[src/hw/rtl/tccc_pkg.sv]
// Package for the text console cursor controller.
// Holds the shared constants, command codes and the queue entry type.
// No dependencies.
package tccc_pkg;

	// command codes on the output tuser
	localparam logic [1:0] CMD_CELL   = 2'd0;
	localparam logic [1:0] CMD_SCROLL = 2'd1;
	localparam logic [1:0] CMD_CLEAR  = 2'd2;

	// input mode
	localparam logic MODE_PUT   = 1'b0;
	localparam logic MODE_CLEAR = 1'b1;

	// character codes
	localparam logic [7:0] CODE_NL         = 8'd10;
	localparam logic [7:0] CODE_CR         = 8'd13;
	localparam logic [7:0] FIRST_PRINTABLE = 8'd32;

	// configuration register indexes
	localparam logic [1:0] REG_FG_COLOR  = 2'd0;
	localparam logic [1:0] REG_BG_COLOR  = 2'd1;
	localparam logic [1:0] REG_TEXT_ROWS = 2'd2;
	localparam logic [1:0] REG_TEXT_COLS = 2'd3;

	// reset values
	localparam logic [23:0] FG_RESET   = 24'hFFFFFF;
	localparam logic [23:0] BG_RESET   = 24'h000000;
	localparam logic [8:0]  ROWS_RESET = 9'd25;
	localparam logic [9:0]  COLS_RESET = 10'd80;

	// hard limits of the cursor fields, and parameter defaults
	localparam int ROWS_CAP     = 256;
	localparam int COLS_CAP     = 512;
	localparam int MAX_ROWS_DEF = 256;
	localparam int MAX_COLS_DEF = 512;

	// command queue between front and back
	localparam int QDEPTH = 4;
	localparam int QAW    = $clog2(QDEPTH);

	typedef struct packed {
		logic [23:0] fg;
		logic [23:0] bg;
		logic [8:0]  rows;
		logic [9:0]  cols;
	} cfg_t;

	// one classified request: up to two commands, cell first then scroll
	typedef struct packed {
		logic       draw;
		logic       scroll;
		logic       clear;
		logic [7:0] row;
		logic [8:0] col;
		logic [7:0] code;
	} ent_t;

endpackage

[src/hw/rtl/tccc_front.sv]
// Front part: accepts requests, keeps the cursor, classifies each request
// into a queue entry. Depends on tccc_pkg.
module tccc_front import tccc_pkg::*; #(
	parameter int MAX_ROWS = MAX_ROWS_DEF,
	parameter int MAX_COLS = MAX_COLS_DEF
) (
	input  logic       clk,
	input  logic       arst_n,
	input  cfg_t       cfg,
	input  logic       in_valid,
	output logic       in_ready,
	input  logic       mode,
	input  logic [7:0] code,
	input  logic       q_full,
	output logic       push,
	output ent_t       push_ent
);

	localparam int ROW_LIM = (MAX_ROWS < ROWS_CAP) ? MAX_ROWS : ROWS_CAP;
	localparam int COL_LIM = (MAX_COLS < COLS_CAP) ? MAX_COLS : COLS_CAP;

	logic [7:0] row_q;
	logic [8:0] col_q;
	logic [8:0] rows_eff;
	logic [9:0] cols_eff;
	logic [8:0] nrow;
	logic [9:0] ncol;
	logic       cur_upd;
	logic       adv;      // newline or drawn code: row may pass the bottom
	logic       acc;

	assign in_ready = !q_full;
	assign acc      = in_valid && in_ready;

	always_comb begin
		if (cfg.rows == 9'd0)
			rows_eff = 9'd1;
		else if (cfg.rows > 9'(ROW_LIM))
			rows_eff = 9'(ROW_LIM);
		else
			rows_eff = cfg.rows;
		if (cfg.cols == 10'd0)
			cols_eff = 10'd1;
		else if (cfg.cols > 10'(COL_LIM))
			cols_eff = 10'(COL_LIM);
		else
			cols_eff = cfg.cols;
	end

	always_comb begin
		push_ent        = '0;
		push_ent.row    = row_q;
		push_ent.col    = col_q;
		push_ent.code   = code;
		nrow            = {1'b0, row_q};
		ncol            = {1'b0, col_q};
		cur_upd         = 1'b0;
		adv             = 1'b0;
		if (mode == MODE_CLEAR) begin
			push_ent.clear = 1'b1;
			nrow           = '0;
			ncol           = '0;
			cur_upd        = 1'b1;
		end else if (code == CODE_NL) begin
			nrow    = {1'b0, row_q} + 9'd1;
			ncol    = '0;
			cur_upd = 1'b1;
			adv     = 1'b1;
		end else if (code == CODE_CR) begin
			ncol    = '0;
			cur_upd = 1'b1;
		end else if (code >= FIRST_PRINTABLE) begin
			push_ent.draw = 1'b1;
			ncol          = {1'b0, col_q} + 10'd1;
			cur_upd       = 1'b1;
			adv           = 1'b1;
			if (ncol >= cols_eff) begin
				ncol = '0;
				nrow = {1'b0, row_q} + 9'd1;
			end
		end
		// row past the bottom: scroll and hold on the last row
		if (adv && nrow >= rows_eff) begin
			push_ent.scroll = 1'b1;
			nrow            = rows_eff - 9'd1;
		end
	end

	assign push = acc && (push_ent.draw || push_ent.scroll || push_ent.clear);

	always_ff @(posedge clk or negedge arst_n) begin
		if (!arst_n) begin
			row_q <= '0;
			col_q <= '0;
		end else if (acc && cur_upd) begin
			row_q <= nrow[7:0];
			col_q <= ncol[8:0];
		end
	end

endmodule

[src/hw/rtl/tccc_fifo.sv]
// Short command queue between front and back, register array.
// Depends on tccc_pkg.
module tccc_fifo import tccc_pkg::*; (
	input  logic clk,
	input  logic arst_n,
	input  logic push,
	input  ent_t din,
	input  logic pop,
	output ent_t dout,
	output logic full,
	output logic empty
);

	ent_t             mem [QDEPTH];
	logic [QAW-1:0]   wr_ptr_q;
	logic [QAW-1:0]   rd_ptr_q;
	logic [QAW:0]     cnt_q;

	assign full  = (cnt_q == (QAW+1)'(QDEPTH));
	assign empty = (cnt_q == '0);
	assign dout  = mem[rd_ptr_q];

	always_ff @(posedge clk) begin
		if (push)
			mem[wr_ptr_q] <= din;
	end

	always_ff @(posedge clk or negedge arst_n) begin
		if (!arst_n) begin
			wr_ptr_q <= '0;
			rd_ptr_q <= '0;
			cnt_q    <= '0;
		end else begin
			if (push)
				wr_ptr_q <= wr_ptr_q + 1'b1;
			if (pop)
				rd_ptr_q <= rd_ptr_q + 1'b1;
			case ({push, pop})
				2'b10:   cnt_q <= cnt_q + 1'b1;
				2'b01:   cnt_q <= cnt_q - 1'b1;
				default: cnt_q <= cnt_q;
			endcase
		end
	end

endmodule

[src/hw/rtl/tccc_back.sv]
// Back part: turns queue entries into drawing commands in an output register.
// Depends on tccc_pkg.
module tccc_back import tccc_pkg::*; (
	input  logic        clk,
	input  logic        arst_n,
	input  cfg_t        cfg,
	input  ent_t        head,
	input  logic        q_empty,
	output logic        pop,
	output logic        out_valid,
	input  logic        out_ready,
	output logic [1:0]  out_cmd,
	output logic [7:0]  out_row,
	output logic [8:0]  out_col,
	output logic [7:0]  out_glyph,
	output logic [23:0] out_fg,
	output logic [23:0] out_bg,
	output logic        out_last
);

	logic        valid_q;
	logic        cell_done_q;   // cell of a two-command entry already sent
	logic [1:0]  cmd_q;
	logic [7:0]  row_q;
	logic [8:0]  col_q;
	logic [7:0]  glyph_q;
	logic [23:0] fg_q;
	logic [23:0] bg_q;
	logic        last_q;
	logic        load;
	logic        emit_cell;

	assign load      = !q_empty && (!valid_q || out_ready);
	assign emit_cell = head.draw && !cell_done_q;
	assign pop       = load && !(emit_cell && head.scroll);

	always_ff @(posedge clk or negedge arst_n) begin
		if (!arst_n) begin
			valid_q     <= 1'b0;
			cell_done_q <= 1'b0;
		end else begin
			if (load)
				valid_q <= 1'b1;
			else if (out_ready)
				valid_q <= 1'b0;
			if (load)
				cell_done_q <= emit_cell && head.scroll;
		end
	end

	always_ff @(posedge clk) begin
		if (load) begin
			if (emit_cell) begin
				cmd_q   <= CMD_CELL;
				row_q   <= head.row;
				col_q   <= head.col;
				glyph_q <= head.code;
				fg_q    <= cfg.fg;
				bg_q    <= cfg.bg;
				last_q  <= !head.scroll;
			end else if (head.clear) begin
				cmd_q   <= CMD_CLEAR;
				row_q   <= '0;
				col_q   <= '0;
				glyph_q <= '0;
				fg_q    <= '0;
				bg_q    <= cfg.bg;
				last_q  <= 1'b1;
			end else begin
				cmd_q   <= CMD_SCROLL;
				row_q   <= '0;
				col_q   <= '0;
				glyph_q <= '0;
				fg_q    <= '0;
				bg_q    <= '0;
				last_q  <= 1'b1;
			end
		end
	end

	assign out_valid = valid_q;
	assign out_cmd   = cmd_q;
	assign out_row   = row_q;
	assign out_col   = col_q;
	assign out_glyph = glyph_q;
	assign out_fg    = fg_q;
	assign out_bg    = bg_q;
	assign out_last  = last_q;

endmodule

[src/hw/rtl/text_console_cursor_controller.sv]
// Top level of the text console cursor controller: config registers,
// front (cursor and classify), command queue and back (command output).
// Depends on tccc_pkg, tccc_front, tccc_fifo, tccc_back.
//
// channel  dir  handshake            payload
// s_       in   s_tvalid/s_tready    s_tuser = mode, s_tdata = code
// m_       out  m_tvalid/m_tready    m_tuser = command, m_tdata = cell fields,
//                                    m_tlast = last command of a request
// cfg_     in   cfg_we (no wait)     cfg_idx = register, cfg_data = value
//
// One request is taken per cycle while the four-entry command queue has room.
// The cursor is updated in the front on the same edge that takes the request.
// A request giving two commands (cell write then scroll) stays at the queue head
// until both are sent; everything else drains at one command per cycle while m_tready is high.
// A stalled m_tready fills the queue, then drops s_tready; reset is
// asynchronous, clears the cursor, the queue and the output valid, and
// loads the register defaults.
module text_console_cursor_controller import tccc_pkg::*; #(
	parameter int MAX_ROWS = MAX_ROWS_DEF,
	parameter int MAX_COLS = MAX_COLS_DEF
) (
	input  logic        clk,
	input  logic        arst_n,
	// request stream
	input  logic        s_tvalid,
	output logic        s_tready,
	input  logic [7:0]  s_tdata,   // [7:0] code
	input  logic        s_tuser,   // [0] mode: put character / clear screen
	// command stream
	output logic        m_tvalid,
	input  logic        m_tready,
	output logic [79:0] m_tdata,   // [7:0] cell_row, [16:8] cell_col,
	                               // [24:17] glyph_code, [48:25] draw_fg,
	                               // [72:49] draw_bg, [79:73] zero
	output logic [1:0]  m_tuser,   // [1:0] command
	output logic        m_tlast,
	// configuration writes
	input  logic        cfg_we,
	input  logic [1:0]  cfg_idx,
	input  logic [23:0] cfg_data
);

	cfg_t        cfg_q;
	logic        push;
	ent_t        push_ent;
	logic        pop;
	ent_t        head;
	logic        q_full;
	logic        q_empty;
	logic [7:0]  cell_row;
	logic [8:0]  cell_col;
	logic [7:0]  glyph_code;
	logic [23:0] draw_fg;
	logic [23:0] draw_bg;

	// register bank; the user must write it only while the block is idle (not enforced here)
	always_ff @(posedge clk or negedge arst_n) begin
		if (!arst_n) begin
			cfg_q.fg   <= FG_RESET;
			cfg_q.bg   <= BG_RESET;
			cfg_q.rows <= ROWS_RESET;
			cfg_q.cols <= COLS_RESET;
		end else if (cfg_we) begin
			case (cfg_idx)
				REG_FG_COLOR:  cfg_q.fg   <= cfg_data;
				REG_BG_COLOR:  cfg_q.bg   <= cfg_data;
				REG_TEXT_ROWS: cfg_q.rows <= cfg_data[8:0];
				REG_TEXT_COLS: cfg_q.cols <= cfg_data[9:0];
				default:       cfg_q      <= cfg_q;
			endcase
		end
	end

	tccc_front #(
		.MAX_ROWS (MAX_ROWS),
		.MAX_COLS (MAX_COLS)
	) u_front (
		.clk      (clk),
		.arst_n   (arst_n),
		.cfg      (cfg_q),
		.in_valid (s_tvalid),
		.in_ready (s_tready),
		.mode     (s_tuser),
		.code     (s_tdata),
		.q_full   (q_full),
		.push     (push),
		.push_ent (push_ent)
	);

	tccc_fifo u_fifo (
		.clk    (clk),
		.arst_n (arst_n),
		.push   (push),
		.din    (push_ent),
		.pop    (pop),
		.dout   (head),
		.full   (q_full),
		.empty  (q_empty)
	);

	tccc_back u_back (
		.clk       (clk),
		.arst_n    (arst_n),
		.cfg       (cfg_q),
		.head      (head),
		.q_empty   (q_empty),
		.pop       (pop),
		.out_valid (m_tvalid),
		.out_ready (m_tready),
		.out_cmd   (m_tuser),
		.out_row   (cell_row),
		.out_col   (cell_col),
		.out_glyph (glyph_code),
		.out_fg    (draw_fg),
		.out_bg    (draw_bg),
		.out_last  (m_tlast)
	);

	assign m_tdata = {7'd0, draw_bg, draw_fg, glyph_code, cell_col, cell_row};

endmodule

[config.mk]
export PLATFORM = sky130hd
export DESIGN_NAME = text_console_cursor_controller
export DESIGN_NICKNAME = d
export VERILOG_FILES = /design/src/hw/rtl/tccc_pkg.sv /design/src/hw/rtl/tccc_front.sv /design/src/hw/rtl/tccc_fifo.sv /design/src/hw/rtl/tccc_back.sv /design/src/hw/rtl/text_console_cursor_controller.sv
export SDC_FILE = /design/constraint.sdc
export NUM_CORES = 1
export LEC_CHECK = 0
export ABC_CLOCK_PERIOD_IN_PS = 16000
export BUFFER_PORTS_ARGS = -buffer_cell sky130_fd_sc_hd__clkbuf_2
export CAP_MARGIN = 20
export CORE_MARGIN = 5
export CORE_UTILIZATION = 60
export CTS_BUF_LIST = sky130_fd_sc_hd__clkbuf_8
export DETAILED_ROUTE_END_ITERATION = 8
export PLACE_DENSITY = 0.93
export SLEW_MARGIN = 10
export SYNTH_ARGS = -nofsm -noshare
export SYNTH_HDL_FRONTEND = slang
export SYNTH_SLANG_ARGS = --single-unit
[constraint.sdc]
create_clock -name clk -period 16 [get_ports clk]
set_input_delay 2.4 -clock clk [delete_from_list [all_inputs] [get_ports clk]]
set_output_delay 2.4 -clock clk [all_outputs]
set_load 0.005 [all_outputs]
Word level (Yosys, flattened, before mapping)
Memories as Yosys holds them, arrays and structs flattened. Cells that the tools add are included.

$add $sub $neg: 7. Multiply operators: 0. Divide/modulo/power cells: 0. Order comparisons: 5. Equal/unequal tests: 8. Shift operators: 0. Mux-type cells: 34. Bitwise gates (word level): 0. Reduce and logical (&&, ||, !) cells: 29.

Operators by type and width (number): 2-to-1 mux 9 bit (12); 2-to-1 mux 24 bit (2); 2-to-1 mux 10 bit (2); equality test 8 x 4 -> 1 bit (second input constant) (2); 2-to-1 mux 1 bit (15); adder 9 x 1 -> 10 bit (second input constant) (1); >= comparator 10 bit (1); > comparator 10 bit (second input constant) (1); logical NOT 10 bit (1); AND reduction 2 bit (5); adder 8 x 1 -> 9 bit (second input constant) (1); >= comparator 9 bit (1); > comparator 9 bit (second input constant) (1); logical NOT 9 bit (1); >= comparator 8 x 6 -> 1 bit (second input constant) (1); logical AND 1 bit (8); 2-to-1 mux 8 bit (1); subtractor 8 x 1 -> 8 bit (second input constant) (1); equality test 2 bit (second input constant) (3); logical NOT 1 bit (6); case mux 3 bit (2 select lines) (1); adder 2 x 1 -> 2 bit (second input constant) (2); equality test 2 x 1 -> 1 bit (second input constant) (2); nonzero test 2 bit (2); other kinds (8) (10).

Flip-flop bits (word level): 169. Bits in latches: 0. Memory bits (writable): 112. Memory bits (read-only): 0. Output and inout bits: 85. Memories kept: 1.

Memory list: u_fifo.mem (depth 4, bits a word 28, rd ports 1, clocked after memory_dff 0, write ports 1, line tccc_fifo.sv:14) `ent_t mem [QDEPTH];`.

Longest topological paths before layout
Gate-level depths: netlist of run 1.

Depth after elaboration: 17. Gate-level depth with buffers: 27. Depth with buffers taken out: 26.

Cells and area by module
From an unflattened synthesis of run 1, not the netlist that was laid out.

Cell total of the unflattened synthesis: 733. Area total of the unflattened synthesis: 11947.7 µm².

By module, submodules not included: tccc_fifo (times used 1, cells each 182, area each 4440.5 µm²); tccc_back (times used 1, cells each 169, area each 2951.6 µm²); text_console_cursor_controller (times used 1, cells each 150, area each 2612.5 µm²); tccc_front (times used 1, cells each 232, area each 1943.1 µm²).

Least setup slack after synthesis of run 1
OpenSTA, ideal clock, no wires.

Path type: input to register. From: input port m_tready. To: register u_fifo.cnt_q[2]. Arrival: 7660 ps. Data required time: 15921 ps. Setup slack: 8261 ps. Stages: 9. Path buffers: 0. Path through: inv_1 > a21oi_1 > nor2b_1 > ha_1 > inv_1 > fa_1 > xor2_1 > nor2_1 > xor2_1.

Cells in the longest elaborated chain, start to end: 5. Elaborated cells on any way between the ends: 7.

Ends and longest elaborated chain: from (decl) (line text_console_cursor_controller.sv:31) `input logic m_tready,`; logical OR 1 bit (*) (line tccc_back.sv:33) `assign load = !q_empty && (!valid_q || out_ready);`; logical AND 1 bit (*) (line tccc_back.sv:33); named net u_back.load (line tccc_back.sv:30) `logic load;`; logical AND 1 bit (*) (line tccc_back.sv:35) `assign pop = load && !(emit_cell && head.scroll);`; named net pop (line text_console_cursor_controller.sv:46) `logic pop;`; equality test 2 x 1 -> 1 bit / equality test 2 bit (equally long branches) (line tccc_fifo.sv:38) `case ({push, pop})`; case mux 3 bit (2 select lines) / nonzero test 2 bit (equally long branches); to (signal assigned) (line tccc_fifo.sv:39) `2'b10: cnt_q <= cnt_q + 1'b1;`; to (signal assigned) (line tccc_fifo.sv:40) `2'b01: cnt_q <= cnt_q - 1'b1;`; to (signal assigned) (line tccc_fifo.sv:41) `default: cnt_q <= cnt_q;`; to (decl) (line tccc_fifo.sv:17) `logic [QAW:0] cnt_q;`.

Mark *: on every way through the listed nets, which the timed path passes. The rest lies on a longest branch. A chain may end at the register's enable or synchronous reset.

==> results of run 1 <==
-- kinds of logic after synthesis --
kind of cell / count (synthesis)
fa+ha+maj: 28
xor+xnor: 23
other cells: 1
compound gates: 47
simple gates: 207
flops: 281
buf+inv: 52
mux: 103
-- placed cells by master (no fill, tap or decap), types with 6 or more instances in the layout --
master	netlist	layout
and2_1	55	55
edfxtp_1	188	188
mux4_2	28	28
inv_1	17	39
nor2b_1	28	27
mux2_2	68	68
clkbuf_8	0	48
nand4_1	7	7
a21oi_1	8	7
ha_1	27	27
conb_1	1	7
dfrtp_1	64	63
mux2i_1	7	7
xnor2_1	8	8
nand2b_1	11	11
buf_4	7	12
nand3_1	8	8
nor2_1	29	28
clkbuf_2	0	116
nand2_1	46	46
dfstp_2	29	29
clkinv_1	1	6
o21ai_0	9	9
xor2_1	15	15
-- layout make-up --
class | count | area share (%)
timing repair buffer | 130 | 5.26
inverter | 18 | 0.503
multi-input combinational | 415 | 26.3
clock buffer | 48 | 4.92
clock inverter | 30 | 0.867
tap | 265 | 2.47
sequential | 281 | 59.7
-- power by group through the flow --
stage / clock network [W] / registers [W] / logic [W]
finish: 0.000530 / 0.00118 / 0.000635
global route: 0.000579 / 0.00120 / 0.000700
CTS: 0.000538 / 0.00120 / 0.000613
detailed placement: 0 / 0.00121 / 0.000606
global placement: 0 / 0.00119 / 0.000581
floorplan: 0 / 0.00116 / 0.000401
-- critical path: cells and delay by family --
family,cells,cell delay (ps)
xor gates and xnor gates,1,260
adders and majority gates,1,330
and+or+nand+nor,6,2230
buffers and inverters,2,510
AOI/OAI and AO/OA,5,1520
-- final timing paths --
kind	end	slack [ps]	start	cells after the start
max	u_fifo.mem[1][10]	8930	s_tdata[7]	15
min in group asynchronous	cfg_q[40]	1740	arst_n	1
max in group asynchronous	u_fifo.rd_ptr_q[0]	12990	arst_n	2
min reg2reg	cfg_q[31]	500	cfg_q[31]	1
max reg2reg	u_fifo.mem[1][10]	9480	u_front.col_q[2]	20
min	cfg_q[31]	500	cfg_q[31]	1
-- stage by stage --
| step | hold WS (ps) | power, W | util [%] | area [sq um] |
|---|---|---|---|---|
| floorplan | 464 | 0.00156 | - | 11800 |
| global placement | 479 | 0.00178 | 65.2 | 12600 |
| detailed placement | 485 | 0.00182 | 65.2 | 12600 |
| CTS | 498 | 0.00235 | 69.3 | 13400 |
| global route | 506 | 0.00248 | 69.4 | 13400 |
| finish | 498 | 0.00235 | 69.4 | 13400 |
-- routing by layer --
| metal | global-route usage, % | vias to the layer above |
|---|---|---|
| met2 | 35.6 | 295 |
| li1 | - | 3033 |
| met3 | 3.97 | 55 |
| met5 | 0 | - |
| met4 | 8.28 | 2 |
| met1 | 26.6 | 3444 |
-- state kept, by name, indices dropped and copies added, names as in the netlist --
signal              cells
u_back.cell_done_q      1
u_front.row_q           8
u_back.out_col          9
u_fifo.mem            112
u_back.out_last         1
u_back.out_row          8
u_back.out_cmd          2
u_front.col_q           9
cfg_q                  67
u_fifo.wr_ptr_q         2
u_fifo.cnt_q            3
u_back.out_bg          24
u_back.out_valid        1
u_fifo.rd_ptr_q         2
u_back.out_fg          24
u_back.out_glyph        8
==> flow_summary.toml, run 1 <==
[placement]
gp_congestion = 0.884
dp_cells = 1107
hpwlAfterDp_mm = 15.1
port_buffers = 117
place_ws_ps = 8640

[logic_synthesis]
yosysTopAreaCell = "edfxtp_1"
synth_top_cell_area_share_pct = 48.1
synthTopCellsByArea = "edfxtp_1 (48%), dfrtp_1 (14%), mux2_2 (6.5%), dfstp_2 (6.5%), mux4_2 (5.4%)"
synth_cell_types = 51
synth_mux_area_share_pct = 12.5
synth_seq_cells = 281
synth_compound_area_share_pct = 2.85
yosysMostFrequentCell = "edfxtp_1"
yosys.area_share.xor_xnor_pct = 1.72
ys_seq_area_share_pct = 68.3
synth_area_per_cell_sq_um = 15.8
synth_ff_type = "edfxtp_1"
synth_edf_count = 188
postSynth.asyncResetShare_pct = 33.1
synth_top_family_by_area = "multiplexers"
ys_top_cells_by_count = "edfxtp_1 (188), mux2_2 (68), dfrtp_1 (64)"
synth_warnings = 0
yosys.area_share.simple_pct = 9.57
syn_area_sq_um = 11700
synthCells = 742
synthAdderAreaFrac_pct = 3.05

[global_route]
grtUsageTotal_pct = 20.9
grt_pass1_vias = 6998
grt_pass1_wl_mm = 36.5
antenna_found_initial = 1
grt_overflow = 0
grt_max_degree = 79

[clock_network]
hold_buffers = 0
clk_latency_ps = 530
cts_resized = 0
h-tree-depth = 2
cts.path.max_buffers = 3
postCtsSetupBuffers = 0
root_buffer = "clkbuf_8"
clkSinkCount = 281
tritoncts = "built"
cts_buffers = 42
path_clk_slew_ps = 60

[floorplanning]
io_pins = 125
core-area_sq_um = 19300
rows = 51
die_h_microns = 150
die_width_microns = 150
start_util_pct = 60.7
die_area_sq_um = 22400

[sta]
slew_headroom_pct = 27.2
hold_violations = 0
final.period_utilization_pct = 44.2
setup_slack_ps = 8930
clock_skew_ps = 18.7
rsz0062_at_grt = "no"
fmax_mhz = 141
setup_viol = 0
fin_crit_ps = 7070
worst_pin_slew_ps = 1090
finalSetupTns_ps = 0
drv_slew = 0

[cells_and_area]
multiInputGateArea_sq_um = 3530
stdcell_count = 1187
area_delta_synth_final_pct = 14.5
regArea_sq_um = 8010
final.fill_count = 1190
nets = 956
drive_gt1_share_pct = 34.4
n_antenna_cell = 0

[power]
leakage_nw = 5.39
p_sw_w = 0.000718
pwr-share-seq_pct = 50.4
p_per_area_nw_per_um2 = 175
pwr-share-clk_pct = 22.6
ir_worst_vdd_mv = 0.0677
p_int_w = 0.00163
swShare_pct = 30.6
p_comb_share_pct = 27.0

[detailed_routing]
drt_iter0_markers = 636
met3WireLength_mm = 1.51
avgRoutedWirePerCell_microns = 20.0
topRoutingLayerUsed = "met5"
antenna_left = 0
viasPerCell = 5.75
drc = 0
dr.pass1.iters = 5
met1_length_mm = 9.19
wl_met2_mm = 12.4
drt-total-wl_mm = 23.7
vias = 6829

[min_path]
hp-class = "reg2reg"

[critical_path]
cp_cell_sequence = "clkbuf_2 > nor3_1 > nor4_1 > a21oi_1 > nand4_1 > xor2_1 > nor2_1 > ha_1 > a21o_1 > a2111oi_2 > o21ai_1 > nor4b_4 > o21a_1 > and2_1 > buf_4"
critPathKind = "in2reg"
cp-end-kind = "flop"
arrival_ps = 7280
slowest_stage = "a21oi_1"
cp_data_required_time_ps = 16210
cpPeakStageDelay_ps = 850
crit_fanout = 16
cp-start-kind = "primary input"

[flow_run]
max_cap_violations = 0

[status]
status = "finished clean"
Power figures use the tool's default switching activity.
==> run 2, diff against run 1 <==
ABC_CLOCK_PERIOD_IN_PS = 5800   (was 16000)
CORE_UTILIZATION = 55   (was 60)
PLACE_DENSITY = 0.9   (was 0.93)
clock period = 5.8 ns   (was 16 ns; I/O delays follow)
==> flow_summary.toml, run 2 (synthesis results as in run 1) <==
[clock_network]
cts_buffers = 43
tritoncts = "built"
h-tree-depth = 2
path_clk_slew_ps = 60
root_buffer = "clkbuf_8"
cts.path.max_buffers = 3
clk_latency_ps = 530
clkSinkCount = 281
hold_buffers = 0

[critical_path]
arrival_ps = 5860
critical_path.top_delay_family = "adder cells"
crit_fanout = 11
reg2reg_depth = 24
cp.depth = 24
critPathCapture = "u_fifo.cnt_q[2]"
crit_buf_inv = 3
cp_data_required_time_ps = 6240
cp-start-kind = "flop"
critPathKind = "reg2reg"
slowest_stage = "dfrtp_1"
cpPeakStageDelay_ps = 510
crit_path_frequent_cell = "ha_1"
cp_cell_sequence = "ha_1 > nand4_1 > xnor2_2 > ha_1 > nand4_1 > or3_1 > a21oi_1 > buf_4 > nand4_1 > xor2_1 > nor2_1 > ha_1 > a21o_1 > a2111oi_2 > o21ai_1 > nor4b_4 > o21a_2 > inv_1 > ha_1 > inv_1 > fa_1 > xor2_1 > nor2_1 > xor2_1"
r2r-end = "u_fifo.cnt_q[2]"
cp-end-kind = "flop"
rrSetupSlack_ps = 380
critPathLaunch = "u_front.col_q[0]"
r2r_start = "u_front.col_q[0]"

[cells_and_area]
n_antenna_cell = 0
layout_common_cells = "edfxtp_1 (188), clkbuf_2 (116), mux2_2 (68)"
final_util_pct = 64.8
top_regs = "u_fifo.mem: 112 flops, cfg_q: 67 flops"
nets = 961
largest_reg_flops = 112
layout_commonest_cell = "edfxtp_1"
regArea_sq_um = 8010
area_delta_synth_final_pct = 16.1
stdcell_count = 1201
drive_gt1_share_pct = 36.3
final.fill_count = 1399
multiInputGateArea_sq_um = 3560
regMostFlops = "u_fifo.mem"

[global_route]
grtUsageTotal_pct = 18.8
antenna_found_initial = 1
grt_pass1_vias = 6859
grt_overflow = 0
grt_pass1_wl_mm = 35.9
grt_max_degree = 78

[sta]
rsz0062_at_grt = "no"
hold_violations = 0
setup_slack_ps = 377
fmax_mhz = 184
setup_viol = 0
fin_crit_ps = 5420
worst_pin_slew_ps = 1080
slew_headroom_pct = 28.3
clock_skew_ps = 16.7
whs_ps = 388
drv_slew = 0
finalSetupTns_ps = 0
final.period_utilization_pct = 93.5

[detailed_routing]
dr.pass1.iters = 6
vias = 6620
antenna_left = 0
drc = 0
drt-total-wl_mm = 22.9
drt_iter0_markers = 418
viasPerCell = 5.51
avgRoutedWirePerCell_microns = 19.1

[power]
p_per_area_nw_per_um2 = 486
ir_worst_vdd_mv = 0.223
leakage_nw = 5.45

[placement]
dp_cells = 1119
gp_congestion = 0.893
hpwlAfterDp_mm = 14.8
port_buffers = 117
place_ws_ps = 389

[floorplanning]
die_area_sq_um = 24300
io_pins = 125
start_util_pct = 55.8
rows = 53
die_h_microns = 156
die_width_microns = 156
core-area_sq_um = 21000

[status]
status = "finished clean"

[flow_run]
max_cap_violations = 0

[min_path]
hp-class = "in2async"
[run 2: timing repair]
item,4_1_cts,5_1_grt
buffers inserted,0,3
hold endpoints to repair,0,0
gates resized for setup,0,7
setup endpoints to repair,0,30
[run 2: through the flow]
stage	power, W	instance area, sq um
floorplan	0.00431	11800
global route	0.00698	13600
CTS	0.00665	13600
finish	0.00661	13600
detailed placement	0.00501	12700
global placement	0.00493	12700
[run 2: final cells by class]
| type | instances | area share [%] |
|---|---|---|
| inverter | 18 | 0.496 |
| multi-input combinational | 415 | 26.1 |
| tap | 275 | 2.53 |
| timing repair buffer | 134 | 5.59 |
| clock buffer | 52 | 5.26 |
| sequential | 281 | 58.9 |
| clock inverter | 26 | 1.17 |
[run 2: worst min path at each step]
stage	depth (start not counted)	to	slack [ps]
3_5_place_dp	1	cfg_q[42]	490
2_1_floorplan	1	u_fifo.cnt_q[2]	460
5_1_grt	1	cfg_q[40]	430
4_1_cts	1	cfg_q[40]	390
3_3_place_gp	1	cfg_q[39]	480
6_report	1	cfg_q[40]	390
[run 2: worst register-to-register path: cells and delay by family (launching register included)]
family | cells | cell delay, ps
DFF | 1 | 510
AOI/OAI and AO/OA | 5 | 1120
buffers and inverters | 3 | 340
xor gates and xnor gates | 4 | 690
adders and majority gates | 5 | 1420
and+or+nand+nor | 7 | 1260
[run 2: layer usage]
metal	track usage (%)	up-vias	share of wire, %
met5	0	-	0.057
met4	6.04	2	2.0
met3	4.49	42	6.5
met2	32.6	235	52
met1	23.4	3315	40
li1	-	3026	-
[run 2: power breakdown]
part	switching (W)	internal (W)	total, W
clock network	0.000728	0.000901	0.00163
logic	0.000913	0.000820	0.00173
registers	0.000322	0.00293	0.00325
total	0.00196	0.00465	0.00661
